File: config.mk
export PLATFORM = sky130hd
export DESIGN_NAME = slvs_sqrt
export DESIGN_NICKNAME = d
export VERILOG_FILES = /design/src/rtl/slvs_pkg.sv /design/src/rtl/slvs_sqrt.sv
export SDC_FILE = /design/constraint.sdc
export NUM_CORES = 2
export LEC_CHECK = 0
export BUFFER_PORTS_ARGS = -buffer_cell sky130_fd_sc_hd__buf_2
export CORE_ASPECT_RATIO = 1.2
export CORE_UTILIZATION = 41
export CTS_BUF_LIST = sky130_fd_sc_hd__clkbuf_4
export DETAILED_ROUTE_END_ITERATION = 7
export SLEW_MARGIN = 20
export SYNTH_ARGS = -nofsm -noshare
export SYNTH_HDL_FRONTEND = slang
export SYNTH_SLANG_ARGS = --single-unit
File: constraint.sdc
create_clock -name clk -period 4.4 [get_ports clk]
set_input_delay 1.32 -clock clk [delete_from_list [all_inputs] [get_ports clk]]
set_output_delay 1.32 -clock clk [all_outputs]
set_load 0.01 [all_outputs]
File: src/rtl/slvs_pkg.sv
// shared widths, constants and register codes for the spotlight vertex shader
package slvs_pkg;

    localparam int POS_W   = 24;              // Q12.12 positions
    localparam int NRM_W   = 16;              // Q1.14 normals and direction
    localparam int DIFF_W  = POS_W + 1;       // vertex minus light
    localparam int SQ_W    = 50;              // sum of squares, Q24.24
    localparam int DOT_W   = 43;              // dot products, Q12.26
    localparam int PROD_W  = DIFF_W + NRM_W;  // one dot product term
    localparam int RAD_W   = 62;              // sum of squares shifted up by 12
    localparam int RAD_SH  = RAD_W - SQ_W;
    localparam int ROOT_W  = RAD_W / 2;       // distance, Q12.18
    localparam int LPOS_W  = 41;              // positive lambert numerator
    localparam int LAM_SH  = 20;
    localparam int LAM_DW  = LPOS_W + LAM_SH; // lambert dividend
    localparam int LAM_W   = 55;              // lambert cosine, Q.28
    localparam int LAM_LO  = 28;              // split point for the intensity product
    localparam int ATT_W   = 51;              // attenuation, Q16.16
    localparam int NUM_SH  = 12;
    localparam int NUM_W   = 59;              // scaled numerator
    localparam int AMT_W   = 16;
    localparam int CFG_W   = 48;
    localparam int IDX_W   = 3;
    localparam int COEF_W  = 16;
    localparam int S8_LO   = 21;              // split point for the quadratic product
    localparam int ATT_EPS = 7;               // epsilon in Q16.16

    localparam logic [AMT_W-1:0] AMT_MAX = '1;

    typedef enum logic [IDX_W-1:0] {
        REG_LIGHT_X   = 3'd0,
        REG_LIGHT_Y   = 3'd1,
        REG_LIGHT_Z   = 3'd2,
        REG_LIGHT_DIR = 3'd3,
        REG_CONE_COS  = 3'd4,
        REG_INTENSITY = 3'd5,
        REG_ATTEN     = 3'd6
    } cfg_reg_t;

    localparam logic [POS_W-1:0] LIGHT_RST     = '0;
    localparam logic [CFG_W-1:0] DIR_RST       = '0;
    localparam logic [NRM_W-1:0] CONE_RST      = '0;
    localparam logic [COEF_W-1:0] INTENS_RST   = 16'd256;
    localparam logic [CFG_W-1:0] ATTEN_RST     = 48'h0100_0100_0100;

endpackage

File: src/rtl/slvs_sqrt.sv
// pipelined integer square root, one root bit per stage
module slvs_sqrt #(
    parameter int RAD_W  = slvs_pkg::RAD_W,
    parameter int SIDE_W = 1
) (
    input  logic                  clk,
    input  logic                  rst_n,
    input  logic                  adv,
    input  logic                  in_valid,
    input  logic [RAD_W-1:0]      radicand,
    input  logic [SIDE_W-1:0]     in_side,
    output logic                  out_valid,
    output logic [RAD_W/2-1:0]    root,
    output logic [SIDE_W-1:0]     out_side
);

    localparam int ROOT_W = RAD_W / 2;
    localparam int STEPS  = ROOT_W;
    localparam int REM_W  = ROOT_W + 2;

    wire              v_st    [STEPS+1];
    wire [RAD_W-1:0]  x_st    [STEPS+1];
    wire [REM_W-1:0]  rem_st  [STEPS+1];
    wire [ROOT_W-1:0] root_st [STEPS+1];
    wire [SIDE_W-1:0] side_st [STEPS+1];

    assign v_st[0]    = in_valid;
    assign x_st[0]    = radicand;
    assign rem_st[0]  = '0;
    assign root_st[0] = '0;
    assign side_st[0] = in_side;

    for (genvar k = 0; k < STEPS; k++)
    begin : g_step
        logic              v_reg;
        logic [RAD_W-1:0]  x_reg;
        logic [REM_W-1:0]  rem_reg;
        logic [ROOT_W-1:0] root_reg;
        logic [SIDE_W-1:0] side_reg;
        logic [REM_W+1:0]  cur;
        logic [REM_W+1:0]  trial;

        always_comb
        begin
            // bring down the next two radicand bits and try root*4+1
            cur   = {rem_st[k], x_st[k][RAD_W-1 -: 2]};
            trial = {2'b00, root_st[k], 2'b01};
        end

        always_ff @(posedge clk or negedge rst_n)
        begin
            if (!rst_n)
            begin
                v_reg <= 1'b0;
            end
            else if (adv)
            begin
                v_reg <= v_st[k];
            end
        end

        always_ff @(posedge clk)
        begin
            if (adv)
            begin
                x_reg    <= x_st[k] << 2;
                side_reg <= side_st[k];
                if (cur >= trial)
                begin
                    rem_reg  <= REM_W'(cur - trial);
                    root_reg <= {root_st[k][ROOT_W-2:0], 1'b1};
                end
                else
                begin
                    rem_reg  <= cur[REM_W-1:0];
                    root_reg <= {root_st[k][ROOT_W-2:0], 1'b0};
                end
            end
        end

        assign v_st[k+1]    = v_reg;
        assign x_st[k+1]    = x_reg;
        assign rem_st[k+1]  = rem_reg;
        assign root_st[k+1] = root_reg;
        assign side_st[k+1] = side_reg;
    end

    assign out_valid = v_st[STEPS];
    assign root      = root_st[STEPS];
    assign out_side  = side_st[STEPS];

endmodule

# After elaboration in Yosys (flattened, before gate mapping)

Index checks and enable logic that the tools add are counted.

Register bits after elaboration: 2448
Output and inout bits: 33
Word-level logic and storage cells: 276

$add $sub $neg: 30
Order comparisons: 31
Multiplexer cells: 61

Operator list:

| operator         | number |
|---|---|
| $mux 33          | 29 |
| $ge 35x10->1     | 1 |
| $ge 35x11->1     | 1 |
| $ge 35x12->1     | 1 |
| $ge 35x13->1     | 1 |
| $ge 35x14->1     | 1 |
| $ge 35x15->1     | 1 |
| $ge 35x16->1     | 1 |
| $ge 35x17->1     | 1 |
| $ge 35x18->1     | 1 |
| $ge 35x19->1     | 1 |
| $ge 35x20->1     | 1 |
| $ge 35x21->1     | 1 |
| $ge 35x22->1     | 1 |
| $ge 35x23->1     | 1 |
| $ge 35x24->1     | 1 |
| $ge 35x25->1     | 1 |
| $ge 35x26->1     | 1 |
| $ge 35x27->1     | 1 |
| $ge 35x28->1     | 1 |
| $ge 35x29->1     | 1 |
| $ge 35x3->1      | 1 |
| $ge 35x30->1     | 1 |
| $ge 35x31->1     | 1 |
| other kinds (40) | 70 |

# Logic depth before layout (Yosys ltp)

Word-level depth: 2
Depth in mapped cells: 15
Mapped depth without buffers: 13

# Worst setup path before layout

No wires, ideal clock.

Path type: reg-to-reg
Start point: register g_step[22].rem_reg[9]
End point: register g_step[23].rem_reg[14] (data pin)
Library setup time: 0.270 ns
Arrival time: 3.238 ns
Data required time: 4.130 ns
Setup slack: 0.892 ns
Stages on the path, launching flop included: 14
Period minus slack after synthesis: 3.508 ns
Cell sequence: edfxtp_1 -> ha_1 -> a21o_1 -> a2111oi_0 -> nand2_1 -> o211a_1 -> a311o_1 -> a221oi_1 -> nor2_1 -> nor2_2 -> inv_1 -> clkbuf_1 -> nor2_1 -> a21oi_1

Longest elaborated chain between the ends: 2
Elaborated cells between the ends (all ways): 3
Classes of those cells: add/sub (1); order compare (1); mux (1)

Ends and longest elaborated chain:

| what                                                  | RTL line                         | source |
|---|---|---|
| start: declaration                                    | slvs_sqrt.sv:37                  | `logic [REM_W-1:0] rem_reg;` |
| start signal: assignment                              | slvs_sqrt.sv:70                  | `rem_reg <= REM_W'(cur - trial);` |
| start signal: assignment                              | slvs_sqrt.sv:75                  | `rem_reg <= cur[REM_W-1:0];` |
| $sub 33x25->33 / $ge 35x25->1 (equally long branches) | slvs_sqrt.sv:70, slvs_sqrt.sv:68 |  |
| $mux 33 (*)                                           | slvs_sqrt.sv:68                  | `if (cur >= trial)` |
| end signal: assignment                                | slvs_sqrt.sv:70                  |  |
| end signal: assignment                                | slvs_sqrt.sv:75                  |  |
| end: declaration                                      | slvs_sqrt.sv:37                  |  |

Mark *: on every way between the ends. The rest lies on a longest branch, timed or not.
A chain may end at the register's enable or synchronous reset.

# Worst setup path in the final report

Start point: register g_step[16].rem_reg[22]
End point: register g_step[17].rem_reg[3] (data pin)

Longest elaborated chain between the ends: 2

Ends and longest elaborated chain:

| what                     | RTL line |
|---|---|
| start: declaration       | slvs_sqrt.sv:37 |
| start signal: assignment | slvs_sqrt.sv:70 |
| start signal: assignment | slvs_sqrt.sv:75 |
| $ge 35x19->1             | slvs_sqrt.sv:68 |
| $mux 33                  | slvs_sqrt.sv:68 |
| end signal: assignment   | slvs_sqrt.sv:70 |
| end signal: assignment   | slvs_sqrt.sv:75 |
| end: declaration         | slvs_sqrt.sv:37 |

No other way between the ends.

==> run_results.csv <==
group,metric,value,unit
status,status,"completed",
timing,clock_skew,119,ps
setup_path,cp.arrival,4860,ps
synthesis,ys_seq_area_share,65.1,%
power,leakage,48.7,nW
floorplanning,io_pins,100,
timing,finalCritPeriodShare,91.7,%
global_routing,grt_pass1_wl,364000,µm
timing,fmax,248,MHz
synthesis,synthArstFlopShare,1.28,%
global_routing,antenna_found_initial,9,
clock_network,htree_levels,6,
power,p_switching,17.9,mW
route,dr.pass1.iters,7,
global_routing,grt_busiest_layer,"met2",
global_routing,grt_max_degree,126,
power,pwr-share-clk,30.6,%
timing,slew_headroom,14.8,%
layout,area_growth,12.9,%
synthesis,syn_area,0.111,mm²
setup_path,end_kind,"flop",
clock_network,cts_buffers,625,
synthesis,synthXorXnorAreaFrac,5.93,%
layout,final_area,0.126,mm²
synthesis,synth_top_family_by_area,"simple AND/OR/NAND/NOR gates",
global_routing,grt-ovfl-total,0,
synthesis,yosys-top-cells-count,"edfxtp_1 (2385), inv_1 (632), nand2_1 (628), nor2_1 (556), ha_1 (531)",
synthesis,synth_top_area_share,64.4,%
synthesis,ys_seq_elements,2416,
floorplanning,start_util,41.2,%
timing,worstMarginPinSlew,1260,ps
route,wire_per_inst,17.2,µm
place,place_congestion,0.952,
synthesis,synth_edf_count,2385,
route,vias_per_cell,5.13,
power,p_seq_share,49.5,%
setup_path,start_kind,"flop",
floorplanning,die_w,478,µm
layout,fill_cells,24200,
setup_path,worstPathRequired,5230,ps
clock_network,clk_pin_slew_worst_paths,60,ps
synthesis,synthCells,8554,
synthesis,muxShareOfSynthArea,1.02,%
route,wirelength,230000,µm
synthesis,synth.avg_cell_area,13.0,µm²
global_routing,grt_pass1_vias,70800,
floorplanning,die_h,573,µm
timing,period_needed,4030,ps
clock_network,max-clock-path-buffers,4,
layout,regArea,0.0724,mm²
synthesis,yosys.area.top_type,"edfxtp_1",
place,place_area,0.117,mm²
timing,maxSlewViolCount,0,
clock_network,cts_sinks,2416,
timing,setup_tns,0,ps
power,ir_drop,289,µV
min_path,hp-class,"input pin to flop",
clock_network,cts_tree,"built",
timing,setup_viol,0,
route,first_iter_violations,3971,
setup_path,cp_max_fo,28,
job,drv_cap,0,
timing,rsz0062_at_grt,"false",
synthesis,synthAdderAreaFrac,5.97,%
route,route.detailed.drc,0,
synthesis,ys_types,87,
synthesis,synth_nets,9152,
global_routing,met1_usage,16.4,%
synthesis,synth_compound_area_share,9.40,%
setup_path,reg2reg_slack,370,ps
place,dp_hpwl,165000,µm
layout,multi_input_area,0.0359,mm²
power,powerDensity,495,mW/mm²
synthesis,ys.flop_type,"edfxtp_1",
floorplanning,core_area,0.270,mm²
global_routing,grtUsageTotal,16.6,%
power,power.share.combinational,20.0,%
place,portBuffers,99,
clock_network,post_cts_buffers,0,
synthesis,yosysMostFrequentCell,"edfxtp_1",
clock_network,root_buffer,"clkbuf_4",
route,ant_nets,0,
synthesis,yosys.area_share.simple,9.86,%
route,via_count,68600,
synthesis,synth.area.top_cells,"edfxtp_1 (64%), ha_1 (6.0%), xor2_1 (3.2%), xnor2_1 (2.8%), a21oi_1 (2.3%)",
clock_network,clk_latency,1330,ps
power,power.internal,44.3,mW
power,p_sw_share,28.7,%
floorplanning,rows,209,
setup_path,path_class,"flop to flop",
floorplanning,dieArea,0.273,mm²
global_routing,met3_usage,3.07,%
global_routing,use_met2,31.5,%
synthesis,synth_warnings,0,
layout,final_layout_size_suffix_gt1_share,14.2,%
layout,nNetsFinal,9921,
layout,largest_reg_flops,930,
timing,hold_violations,0,
[layout make-up]
type | count | area share, %
inverters | 636 | 1.90
diodes | 10 | 0.0199
well taps | 3587 | 3.57
flip-flops and latches | 2416 | 57.7
multi-input cells | 5339 | 28.6
repair buffers | 305 | 2.03
clock buffers | 891 | 5.33
clock inverters | 178 | 0.894
[layout by cell type (no fill, tap or decap), types with 92 or more instances in the layout]
master and n:
nor4_1 103, nor2_1 554, nor3_1 218, clkbuf_4 891, inv_1 632, or3_1 100
a21o_1 230, clkinv_1 104, buf_2 98, xnor2_1 350, o21ai_0 472, nand2_1 628
edfxtp_1 2385, a21oi_1 509, nand3_1 132, buf_4 133, ha_1 531, xor2_1 403
nand2b_1 102, o21a_1 92
[routing by layer]
metal | vias up | share of wire, %
li1 | 33600 | -
met1 | 32600 | 37
met2 | 1686 | 53
met3 | 702 | 4.1
met4 | 6 | 6.0
met5 | - | 0.020
[cells by family (layout without fill, tap and decap cells)]
group	count (synthesis)	in the layout
AO/OA/AOI/OAI	1699	1699
XOR/XNOR	753	753
adder cells (fa/ha/maj)	531	531
buffers and inverters	799	2010
flip-flops	2416	2416
multiplexers	103	103
other	1	11
AND/OR/NAND/NOR	2252	2252
[power by group through the flow]
stage               Clock, mW  Combinational, mW  Sequential (mW)
floorplan                   0               9.05             30.5
global placement            0               12.0             31.2
detailed placement          0               12.3             31.3
CTS                      20.0               12.4             30.8
global route             21.0               13.8             31.1
finish                   19.0               12.4             30.8
[stage by stage]
stage | hold WS (ps) | utilization, % | setup slack, ps | power [mW] | cells
final | 230 | 46.5 | 367 | 62.2 | 13400
after global routing | 50.8 | 46.5 | 173 | 65.9 | 13400
after CTS | 9.40 | 46.5 | 389 | 63.2 | 13400
after detailed placement | 405 | 43.5 | 426 | 43.6 | 12200
after global placement | 400 | 43.5 | 483 | 43.3 | 12200
after floorplan | 400 | - | 892 | 39.5 | 8554
[worst max-delay path: stages, from the launching register on]
cell      delay, ps
edfxtp_1        430
or3_1           430
or4b_2          690
or3_1           430
a211oi_1        330
nand2_1         110
o21ai_1         270
buf_4           350
o21ai_0         520
[path summary, 6_finish.rpt]
kind,startpoint,to,cells after the start
max,g_step[16].rem_reg[22]$_DFFE_PP_,g_step[17].rem_reg[3]$_DFFE_PP_,8
min,radicand[33],g_step[0].x_reg[35]$_DFFE_PP_,1
max reg2reg,g_step[16].rem_reg[22]$_DFFE_PP_,g_step[17].rem_reg[3]$_DFFE_PP_,8
min reg2reg,g_step[15].x_reg[35]$_DFFE_PP_,g_step[16].x_reg[37]$_DFFE_PP_,0
max in group asynchronous,rst_n,g_step[7].v_reg$_DFFE_PN0P_,2
min in group asynchronous,rst_n,g_step[23].v_reg$_DFFE_PN0P_,2
[timing repair]
item                       in CTS  in global routing
setup endpoints to repair       0                  5
hold buffers                   42                  0
hold endpoints to repair       72                  0
resized for setup               0                  1
(Power assumes the default switching activity.)
