`src/rtl/slvs_div.sv`:
```
// pipelined restoring divider, one quotient bit per stage
module slvs_div #(
    parameter int DIVD_W = 8,
    parameter int DIVS_W = 8,
    parameter int Q_W    = 4,
    parameter int SIDE_W = 1
) (
    input  logic              clk,
    input  logic              rst_n,
    input  logic              adv,
    input  logic              in_valid,
    input  logic [DIVD_W-1:0] dividend,
    input  logic [DIVS_W-1:0] divisor,
    input  logic [SIDE_W-1:0] in_side,
    output logic              out_valid,
    output logic [Q_W-1:0]    quotient,
    output logic [SIDE_W-1:0] out_side
);

    localparam int TOP_W = DIVD_W - Q_W;

    wire              v_st    [Q_W+1];
    wire [DIVS_W-1:0] r_st    [Q_W+1];
    wire [Q_W-1:0]    low_st  [Q_W+1];
    wire [DIVS_W-1:0] d_st    [Q_W+1];
    wire [SIDE_W-1:0] side_st [Q_W+1];

    // the top dividend bits must already sit below the divisor
    assign v_st[0]    = in_valid;
    assign r_st[0]    = {{(DIVS_W-TOP_W){1'b0}}, dividend[DIVD_W-1 -: TOP_W]};
    assign low_st[0]  = dividend[Q_W-1:0];
    assign d_st[0]    = divisor;
    assign side_st[0] = in_side;

    for (genvar k = 0; k < Q_W; k++)
    begin : g_step
        logic              v_reg;
        logic [DIVS_W-1:0] r_reg;
        logic [Q_W-1:0]    low_reg;
        logic [DIVS_W-1:0] d_reg;
        logic [SIDE_W-1:0] side_reg;
        logic [DIVS_W:0]   cur;
        logic              ge;

        always_comb
        begin
            cur = {r_st[k], low_st[k][Q_W-1]};
            ge  = cur >= {1'b0, d_st[k]};
        end

        always_ff @(posedge clk or negedge rst_n)
        begin
            if (!rst_n)
            begin
                v_reg <= 1'b0;
            end
            else if (adv)
            begin
                v_reg <= v_st[k];
            end
        end

        always_ff @(posedge clk)
        begin
            if (adv)
            begin
                // dividend bits leave at the top, quotient bits enter at the bottom
                low_reg  <= {low_st[k][Q_W-2:0], ge};
                d_reg    <= d_st[k];
                side_reg <= side_st[k];
                if (ge)
                begin
                    r_reg <= DIVS_W'(cur - {1'b0, d_st[k]});
                end
                else
                begin
                    r_reg <= cur[DIVS_W-1:0];
                end
            end
        end

        assign v_st[k+1]    = v_reg;
        assign r_st[k+1]    = r_reg;
        assign low_st[k+1]  = low_reg;
        assign d_st[k+1]    = d_reg;
        assign side_st[k+1] = side_reg;
    end

    assign out_valid = v_st[Q_W];
    assign quotient  = low_st[Q_W];
    assign out_side  = side_st[Q_W];

endmodule

```
`config.mk`:
```
export PLATFORM = sky130hd
export DESIGN_NAME = slvs_div
export DESIGN_NICKNAME = d
export VERILOG_FILES = /design/src/rtl/slvs_div.sv
export SDC_FILE = /design/constraint.sdc
export NUM_CORES = 1
export LEC_CHECK = 0
export BUFFER_PORTS_ARGS = -buffer_cell sky130_fd_sc_hd__buf_2
export CAP_MARGIN = 0
export CORE_ASPECT_RATIO = 0.6
export CORE_MARGIN = 2
export CORE_UTILIZATION = 56
export CTS_BUF_LIST = sky130_fd_sc_hd__clkbuf_8
export CTS_CLUSTER_DIAMETER = 200
export DETAILED_ROUTE_END_ITERATION = 7
export GPL_TIMING_DRIVEN = 0
export PLACE_DENSITY = 0.82
export SYNTH_ARGS = -nofsm -noshare
export SYNTH_HDL_FRONTEND = slang
export SYNTH_SLANG_ARGS = --single-unit
```
`constraint.sdc`:
```
create_clock -name clk -period 2.1 [get_ports clk]
set_input_delay 0.21 -clock clk [delete_from_list [all_inputs] [get_ports clk]]
set_output_delay 0.21 -clock clk [all_outputs]
set_load 0.01 [all_outputs]
```
### Word-level counts from Yosys, hierarchy flattened

Index checks and enable logic that the tools add are counted.

* flip-flop bits (word level): 72
* input port bits: 21
* output and inout bits: 6
* word-level logic and storage cells: 29

* add/subtract/negate cells: 3
* order comparisons: 4
* mux-type cells: 3

Operators with widths (count)
* $ge A9 B8 Y1: 3
* $mux W8: 2
* $sub A8 B8 Y8: 2
* $ge A5 B8 Y1: 1
* $sub A5 B8 Y8: 1
* $mux W5: 1

### Logic depth before layout (Yosys ltp)

Gate-level depths: netlist of run 1.

* word-level depth: 2
* depth in mapped cells: 9
* depth with buffers taken out: 9

### Worst setup path after synthesis of run 1

No wires, ideal clock.

* path kind: register to register
* start: reg g_step[0].r_reg[1]
* end: reg g_step[1].r_reg[2], data pin
* setup time: 0.260 ns
* arrival: 1.856 ns
* required time: 1.840 ns
* path slack: -0.016 ns
* stages on the path, launching flop included: 7
* buffers on the path: 0
* period minus slack after synthesis: 2.116 ns
* path through: edfxtp_1 ha_1 and3_1 a221oi_2 and3_4 o21ai_4 mux2_4

* cells in the longest elaborated chain, start to end: 2
* elaborated cells between the ends (all ways): 3
* classes of those cells: 1 x add/sub; 1 x order compare; 1 x mux

RTL lines
* from (decl): line 38 `logic [DIVS_W-1:0] r_reg;`
* from (signal assigned): line 73 `r_reg <= DIVS_W'(cur - {1'b0, d_st[k]});`
* from (signal assigned): line 77 `r_reg <= cur[DIVS_W-1:0];`
* $ge A9 B8 Y1: line 48 `ge = cur >= {1'b0, d_st[k]};`
* via g_step[1].ge: line 43 `logic ge;`
* $mux W8: line 71 `if (ge)`
* to (signal assigned): line 73
* to (signal assigned): line 77
* to (decl): line 38

The timed path passes the listed nets, and every way through them passes these cells.
A chain may end at the register's enable or synchronous reset.

### Worst setup path after layout of run 1

* start: reg g_step[0].d_reg[3]
* end: reg g_step[1].r_reg[6], data pin

* cells in the longest elaborated chain, start to end: 2
* elaborated cells between the ends (all ways): 3
* classes of those cells: 1 x add/sub; 1 x order compare; 1 x mux

RTL lines
* from (decl): line 40 `logic [DIVS_W-1:0] d_reg;`
* from (signal assigned): line 69 `d_reg <= d_st[k];`
* $ge A9 B8 Y1: line 48
* via g_step[1].ge: line 43
* $mux W8: line 71

The timed path passes the listed nets, and every way through them passes these cells.

==> results of run 1 <==
-- critical path: cells and delay by family, from the launching register on --
family / cells / cell delay (ns)
muxes: 1 / 0.33
and+or+nand+nor: 1 / 0.23
DFF: 1 / 0.43
AOI/OAI and AO/OA: 3 / 0.59
adders and majority gates: 1 / 0.21
buffers and inverters: 1 / 0.10
-- layer usage --
layer	part of all wire, %	vias up	track usage (%)
met4	1.5	0	5.77
li1	-	1085	-
met2	51	55	35.3
met1	44	1093	22.9
met5	0	-	0
met3	3.9	9	5.32
-- through the flow --
stage               total power, uW  TNS, ns  worst slack (ns)
floorplan                      2450        0           0.00535
global placement               2610    -1.38            -0.164
detailed placement             2660    -1.52            -0.146
CTS                            3820  -0.0215           -0.0128
global route                   4130    -1.03            -0.100
finish                         3940   -0.243           -0.0398
-- cells in the mapped netlist (3+ instances only) --
cell,count
nor2_1,10
xnor2_1,5
mux2_4,5
dfrtp_1,4
edfxtp_1,68
nor3_1,6
fa_1,3
o21ai_0,16
xor2_1,6
a21o_1,8
inv_1,35
o21bai_1,3
ha_1,29
mux2i_1,4
nor2b_1,5
nand2b_1,4
o21a_1,3
nand2_1,10
a21oi_1,11
mux2_2,9
-- layout by cell type (no fill, tap or decap), types with 6 or more instances in the layout --
master    instances
edfxtp_1         68
inv_1            32
buf_4            25
buf_2            25
ha_1             18
o21ai_0          13
nand2_1          10
nor2_1           10
clkbuf_8         10
a21oi_1           9
ha_4              9
a21o_1            8
mux2_2            7
mux2_4            7
inv_2             6
xor2_1            6
-- layout make-up --
cell class,count,area share [%]
sequential,72,48.2
multi-input combinational,156,34.6
clock inverter,6,1.21
buffer,1,0.254
timing repair buffer,51,7.27
tap,84,2.37
inverter,35,2.96
clock buffer,10,3.10
-- worst paths after layout --
path / start / endpoint / slack, ns / cells past startpoint
setup reg to reg: g_step[0].d_reg[3] / g_step[1].r_reg[6] / -0.04 / 7
setup / recovery: g_step[0].d_reg[3] / g_step[1].r_reg[6] / -0.04 / 7
hold reg to reg: g_step[2].low_reg[0] / quotient[1] / 0.42 / 0
hold / removal: dividend[2] / g_step[0].low_reg[3] / 0.04 / 1
min in group asynchronous: rst_n / g_step[0].v_reg / 0.19 / 2
max in group asynchronous: rst_n / g_step[2].v_reg / 1.80 / 2
-- power groups by stage --
stage | clock (uW) | sequential [uW] | combinational (uW)
CTS | 1060 | 1860 | 893
floorplan | 0 | 1870 | 579
finish | 1040 | 1870 | 1040
global placement | 0 | 1880 | 729
detailed placement | 0 | 1890 | 772
global route | 1110 | 1880 | 1130
-- cell families after synthesis --
family                     share of synthesized area [%]
buffers and inverters                               3.86
and+or+nand+nor                                     5.67
AOI/OAI and AO/OA                                   10.5
muxes                                               6.02
adders and majority gates                           11.8
DFF                                                 59.5
xor gates and xnor gates                            2.68
-- what timing repair did --
action | 4_1_cts | 5_1_grt
pin swaps | 10 | 18
hold endpoints to repair | 4 | 0
hold buffers | 1 | 0
setup endpoints to repair | 12 | 17
setup buffers | 15 | 9
cloned | 0 | 0
gates resized for setup | 15 | 24
==> results.sh, run 1 <==
export IMPL_hold_path_class="input port to flop"
export IMPL_yosys_area_top_type_share_pct=56.8
export IMPL_worstPathRequired_ns=2.19
export IMPL_fin_crit_ns=2.14
export IMPL_start_kind="flop"
export IMPL_arrival_ns=2.23
export IMPL_insertion_delay_ns=0.34
export IMPL_outcome="complete, but fails checks"
export IMPL_cts_made_buffers=9
export IMPL_hold_viol=0
export IMPL_drt_iter0_drc=157
export IMPL_coreArea_um2=6170
export IMPL_drt_wirelength_per_cell_um=15.9
export IMPL_fill_cells=406
export IMPL_max_freq_ghz=0.467
export IMPL_area_growth_pct=23.4
export IMPL_synth_seq_area_share_pct=59.5
export IMPL_cts_tree="yes"
export IMPL_skew_ns=0.00834
export IMPL_ys_seq_elements=72
export IMPL_path_cells="inv_2, ha_4, a21o_1, a221oi_4, and3_4, o21ai_4, mux2_4"
export IMPL_slew_viol_final=0
export IMPL_violations="setup timing"
export IMPL_worstPathMaxFanout=6
export IMPL_grt_pass1_vias=2179
export IMPL_place_inst=374
export IMPL_final_cell_area_um2=4440
export IMPL_final_nets=379
export IMPL_portBuffers=26
export IMPL_crit_type="flop to flop"
export IMPL_synth_area_leader_cell="edfxtp_1"
export IMPL_synth_avg_cell_area_um2=13.6
export IMPL_max_slew_worst_pin_slew_ns=0.864
export IMPL_ir_worst_vdd_v=0.000417
export IMPL_multiInputGateArea_um2=1540
export IMPL_initial_core_util_pct=58.3
export IMPL_setup_viol=8
export IMPL_switchingPower_uw=1060
export IMPL_ant_nets=0
export IMPL_die_height_um=66.1
export IMPL_drive_gt1_share_pct=35.3
export IMPL_clkPwrFrac_pct=26.3
export IMPL_hold_worst_slack_ns=0.0391
export IMPL_cts_root_buf="clkbuf_8"
export IMPL_crit_path_max_incr_delay_ns=0.43
export IMPL_die_w_um=107
export IMPL_synth_area_um2=3600
export IMPL_register_area_um2=2140
export IMPL_io_pins=27
export IMPL_finalCritPeriodShare_pct=102
export IMPL_async_flop_share_pct=5.56
export IMPL_grt_usage_pct=19.4
export IMPL_grt_max_degree=73
export IMPL_netlist_instances=264
export IMPL_num_rows=22
export IMPL_routed_via_count=2242
export IMPL_place_area_um2=3860
export IMPL_diodes=0
export IMPL_clk_pin_slew_ns=0.07
export IMPL_synth_edf_count=68
export IMPL_comb_power_share_pct=26.4
export IMPL_via_per_inst=5.40
export IMPL_crit_slowest_cell="edfxtp_1"
export IMPL_grt_pass1_wl_um=10200
export IMPL_drcViolationCount=0
export IMPL_cts_sinks=72
export IMPL_p_leak_uw=0.00186
export IMPL_power_density_nw_per_um2=888
export IMPL_layoutNonFillerInstCount=415
export IMPL_swShare_pct=26.8
export IMPL_antenna_found_initial=0
export IMPL_overflow=0
export IMPL_ys_types=35
export IMPL_dp_hpwl_um=3890
export IMPL_h_tree_depth=3
export IMPL_wirelength_um=6620
export IMPL_slew_headroom_pct=42.4
export IMPL_gp_congestion=0.809
export IMPL_ys_flop_type="edfxtp_1"
export IMPL_ys_warn_count=0
export IMPL_first_pass_iters=4
export IMPL_seq_power_share_pct=47.3
export IMPL_clock_path_buffers=2
export IMPL_synth_fp_nets=317
export IMPL_rsz0062_at_grt="yes"
export IMPL_setup_ws_ns=-0.0398
export IMPL_synth_area_leaders="edfxtp_1 57%, ha_1 10%, inv_1 3.7%"
export IMPL_intPower_uw=2890
export IMPL_worstSetupEndpointType="flop"
export IMPL_maxCapViolations=0
export IMPL_die_area_um2=7100
export IMPL_fin_util_pct=72.0
(Power assumes the default switching activity.)
==> inputs of run 2 (changes only) <==
Settings changed: SKIP_CTS_REPAIR_TIMING from default to 1, SKIP_LAST_GASP from default to 1.
==> results.sh, run 2 (synthesized netlist as in run 1, its figures left out) <==
export IMPL_outcome="complete, but fails checks"
export IMPL_violations="setup timing"
export IMPL_coreArea_um2=6170
export IMPL_dp_hpwl_um=3890
export IMPL_antenna_found_initial=0
export IMPL_comb_power_share_pct=24.8
export IMPL_grt_pass1_vias=1996
export IMPL_layout_commonest_cell="edfxtp_1"
export IMPL_cts_sinks=72
export IMPL_overflow=0
export IMPL_ant_nets=0
export IMPL_drt_wirelength_per_cell_um=15.5
export IMPL_swShare_pct=26.6
export IMPL_top_layer_used="met4"
export IMPL_p_leak_uw=0.00183
export IMPL_power_density_nw_per_um2=895
export IMPL_fill_cells=418
export IMPL_hold_viol=0
export IMPL_worstSetupEndpointType="flop"
export IMPL_grt_max_degree=73
export IMPL_max_freq_ghz=0.437
export IMPL_clkPwrFrac_pct=27.0
export IMPL_io_pins=27
export IMPL_setup_viol=9
export IMPL_grt_usage_pct=17.3
export IMPL_gp_congestion=0.809
export IMPL_clock_path_buffers=2
export IMPL_grt_pass1_wl_um=9110
export IMPL_slew_viol_final=0
export IMPL_layout_common_cells="68 x edfxtp_1, 34 x inv_1, 25 x buf_2"
export IMPL_diodes=0
export IMPL_fin_crit_ns=2.29
export IMPL_final_nets=372
export IMPL_maxCapViolations=0
export IMPL_ir_worst_vdd_v=0.000414
export IMPL_cts_made_buffers=9
export IMPL_initial_core_util_pct=58.3
export IMPL_h_tree_depth=3
export IMPL_finalCritPeriodShare_pct=109
export IMPL_power_uw=3870
export IMPL_drt_iter0_drc=153
export IMPL_cts_tree="yes"
export IMPL_switchingPower_uw=1030
export IMPL_seq_power_share_pct=48.2
export IMPL_setup_ws_ns=-0.189
export IMPL_fin_util_pct=70.1
export IMPL_die_area_um2=7100
export IMPL_first_pass_iters=4
export IMPL_wl_met1_um=2890
export IMPL_via_per_inst=5.43
export IMPL_die_height_um=66.1
export IMPL_max_slew_worst_pin_slew_ns=0.869
export IMPL_hold_path_class="input port to flop"
export IMPL_crit_type="flop to flop"
export IMPL_slew_headroom_pct=42.1
export IMPL_drcViolationCount=0
export IMPL_clk_pin_slew_ns=0.07
export IMPL_tns_ns=-1.34
export IMPL_die_w_um=107
export IMPL_rsz0062_at_grt="yes"
export IMPL_drive_gt1_share_pct=29.9
export IMPL_dp_worst_setup_slack_ns=-0.146
export IMPL_insertion_delay_ns=0.35
export IMPL_start_kind="flop"
export IMPL_area_growth_pct=20.2
export IMPL_cts_root_buf="clkbuf_8"
export IMPL_worstPathMaxFanout=6
export IMPL_wirelength_um=6340
export IMPL_skew_ns=0.00981
export IMPL_num_rows=22
export IMPL_worstPathRequired_ns=2.19
export IMPL_routed_wl_met3_um=271
export IMPL_intPower_uw=2840
export IMPL_routed_via_count=2216
export IMPL_portBuffers=26
export IMPL_dr_wl_met2_um=3050
export IMPL_arrival_ns=2.38
-- run 2: critical path, stage by stage, from the launching register on --
cell and delay, ns:
edfxtp_1 0.50, inv_2 0.12, ha_4 0.20, a21o_1 0.22
a221oi_4 0.30, and3_4 0.25, o21ai_4 0.11, mux2_4 0.32
-- run 2: path summary, 6_finish.rpt --
check                                      from                 end  slack (ns)  depth (start not counted)
max                          g_step[0].d_reg[1]  g_step[1].r_reg[6]       -0.19                          7
min                                     in_side  g_step[0].side_reg        0.03                          1
max reg2reg                  g_step[0].d_reg[1]  g_step[1].r_reg[6]       -0.19                          7
min reg2reg                g_step[2].low_reg[1]         quotient[2]        0.42                          0
max in group asynchronous                 rst_n     g_step[2].v_reg        1.81                          2
min in group asynchronous                 rst_n     g_step[0].v_reg        0.18                          2
-- run 2: layer usage --
metal  up-vias  track usage (%)
met5         -                0
met4         0             5.77
met3        14             5.32
met2        75             29.0
met1      1051             21.7
li1       1076                -
-- run 2: per-stage QoR --
step | instances | hold WS, ns | area (um^2)
floorplan | 264 | -0.0856 | 3620
global placement | 374 | 0.0155 | 3860
detailed placement | 374 | 0.0177 | 3860
CTS | 390 | -0.357 | 4050
global route | 408 | 0.0205 | 4320
finish | 408 | 0.0296 | 4320
-- run 2: power by group through the flow --
stage / clock [uW] / sequential, uW / combinational [uW]
after floorplan: 0 / 1870 / 579
after global placement: 0 / 1880 / 729
after detailed placement: 0 / 1890 / 772
after CTS: 1060 / 1860 / 780
after global routing: 1120 / 1880 / 1060
final: 1040 / 1860 / 961
-- run 2: area by class of cell --
class | count | area (um^2) | area share, %
sequential | 72 | 2140 | 49.6
multi-input combinational | 156 | 1470 | 34.0
timing repair buffer | 44 | 270 | 6.25
clock buffer | 10 | 138 | 3.18
inverter | 35 | 131 | 3.04
tap | 84 | 105 | 2.43
clock inverter | 6 | 53.8 | 1.24
buffer | 1 | 11.3 | 0.260
==> inputs of run 3 (changes only) <==
Settings changed: MAX_ROUTING_LAYER from default to met4.
==> results.sh, run 3 (synthesized netlist as in run 1, its figures left out) <==
export IMPL_outcome="complete, but fails checks"
export IMPL_violations="setup timing"
export IMPL_r2r_slack_ns=-0.19
export IMPL_power_uw=3870
export IMPL_drcViolationCount=0
export IMPL_tns_ns=-1.34
export IMPL_slew_viol_final=0
export IMPL_setup_ws_ns=-0.190
export IMPL_die_area_um2=7100
export IMPL_drive_gt1_share_pct=29.9
export IMPL_grt_pass1_wl_um=9100
export IMPL_worstPathRequired_ns=2.19
export IMPL_maxCapViolations=0
export IMPL_crit_slowest_cell="edfxtp_1"
export IMPL_hold_depth=1
export IMPL_h_tree_depth=3
export IMPL_io_pins=27
export IMPL_coreArea_um2=6170
export IMPL_overflow=0
export IMPL_power_density_nw_per_um2=895
export IMPL_ant_nets=0
export IMPL_cts_made_buffers=9
export IMPL_cts_tree="yes"
export IMPL_layout_commonest_cell="edfxtp_1"
export IMPL_worstSetupEndpointType="flop"
export IMPL_portBuffers=26
export IMPL_routed_via_count=2214
export IMPL_diodes=0
export IMPL_cts_root_buf="clkbuf_8"
export IMPL_grt_max_degree=73
export IMPL_drt_iter0_drc=161
export IMPL_gp_congestion=0.821
export IMPL_hold_viol=0
export IMPL_skew_ns=0.00962
export IMPL_final_cell_area_um2=4320
export IMPL_finalCritPeriodShare_pct=109
export IMPL_ir_worst_vdd_v=0.000415
export IMPL_fin_crit_ns=2.29
export IMPL_antenna_found_initial=0
export IMPL_layout_common_cells="68 x edfxtp_1, 34 x inv_1, 25 x buf_2"
export IMPL_slew_headroom_pct=41.9
export IMPL_max_slew_worst_pin_slew_ns=0.872
export IMPL_crit_type="flop to flop"
export IMPL_final_nets=372
export IMPL_rsz0062_at_grt="yes"
export IMPL_clock_path_buffers=2
export IMPL_dp_hpwl_um=3890
export IMPL_arrival_ns=2.38
export IMPL_clkPwrFrac_pct=27.0
export IMPL_intPower_uw=2840
export IMPL_comb_power_share_pct=24.9
export IMPL_hold_path_class="input port to flop"
export IMPL_swShare_pct=26.7
export IMPL_crit_path_max_incr_delay_ns=0.50
export IMPL_insertion_delay_ns=0.35
export IMPL_worstPathMaxFanout=6
export IMPL_drt_wirelength_per_cell_um=15.6
export IMPL_switchingPower_uw=1030
export IMPL_hp_start="in_side"
export IMPL_die_height_um=66.1
export IMPL_rr_startpoint="g_step[0].d_reg[1]"
export IMPL_first_pass_iters=4
export IMPL_p_leak_uw=0.00183
export IMPL_setup_viol=9
export IMPL_max_freq_ghz=0.437
export IMPL_reg2regPathDepth=7
export IMPL_path_cells="inv_2, ha_4, a21o_1, a221oi_4, and3_4, o21ai_4, mux2_4"
export IMPL_via_per_inst=5.43
export IMPL_seq_power_share_pct=48.2
export IMPL_reg2reg_to="g_step[1].r_reg[6]"
export IMPL_initial_core_util_pct=58.3
export IMPL_cts_sinks=72
export IMPL_place_area_um2=3860
export IMPL_whs_endpoint="g_step[0].side_reg"
export IMPL_clk_pin_slew_ns=0.07
export IMPL_area_growth_pct=20.2
export IMPL_hold_worst_slack_ns=0.0307
export IMPL_die_w_um=107
export IMPL_wirelength_um=6360
export IMPL_grt_pass1_vias=1997
export IMPL_start_kind="flop"
export IMPL_num_rows=22
export IMPL_grt_usage_pct=17.8
[run 3: cell counts in the layout (fill, tap and decap cells not counted)]
Identical to the previous run, type by type.
[run 3: how the worst max path moves through the flow]
stage                              end  depth (start not counted)               start
finish              g_step[1].r_reg[6]                          7  g_step[0].d_reg[1]
CTS                 g_step[1].r_reg[6]                          6  g_step[0].r_reg[3]
global route        g_step[1].r_reg[3]                          7  g_step[0].d_reg[1]
global placement    g_step[2].r_reg[3]                          6  g_step[1].r_reg[3]
floorplan           g_step[1].r_reg[3]                          6  g_step[0].r_reg[1]
detailed placement  g_step[1].r_reg[6]                          6  g_step[0].r_reg[3]
[run 3: stage by stage]
| step | setup slack (ns) | utilization (%) | std cells |
|---|---|---|---|
| global route | -0.253 | 70.1 | 408 |
| floorplan | 0.00535 | - | 264 |
| finish | -0.190 | 70.1 | 408 |
| CTS | -0.162 | 65.7 | 390 |
| global placement | -0.164 | 62.6 | 374 |
| detailed placement | -0.146 | 62.6 | 374 |
[run 3: power by group through the flow]
stage | sequential [uW] | clock, uW | combinational (uW)
floorplan | 1870 | 0 | 579
global placement | 1880 | 0 | 729
detailed placement | 1890 | 0 | 772
CTS | 1860 | 1060 | 780
global route | 1880 | 1120 | 1060
finish | 1860 | 1040 | 962
[run 3: cell type report]
cell class,instances,area [um^2]
fill,418,1840
clock inverter,6,53.8
inverter,35,131
buffer,1,11.3
sequential,72,2140
tap,84,105
clock buffer,10,138
multi-input combinational,156,1470
timing repair buffer,44,270
[run 3: per-layer routing]
| metal | part of all wire [%] | vias to the layer above | GRT usage, % |
|---|---|---|---|
| met5 | 0 | - | - |
| met4 | 2.0 | 0 | 5.77 |
| met3 | 5.0 | 16 | 5.32 |
| met2 | 48 | 75 | 29.0 |
| met1 | 45 | 1045 | 21.6 |
| li1 | - | 1078 | - |
[run 3: worst max-delay path, delay by kind of cell (launching register included)]
kind / cells / cell delay (ns)
AOI/OAI and AO/OA: 3 / 0.64
adders and majority gates: 1 / 0.20
buffers and inverters: 1 / 0.12
DFF: 1 / 0.50
muxes: 1 / 0.32
and+or+nand+nor: 1 / 0.25
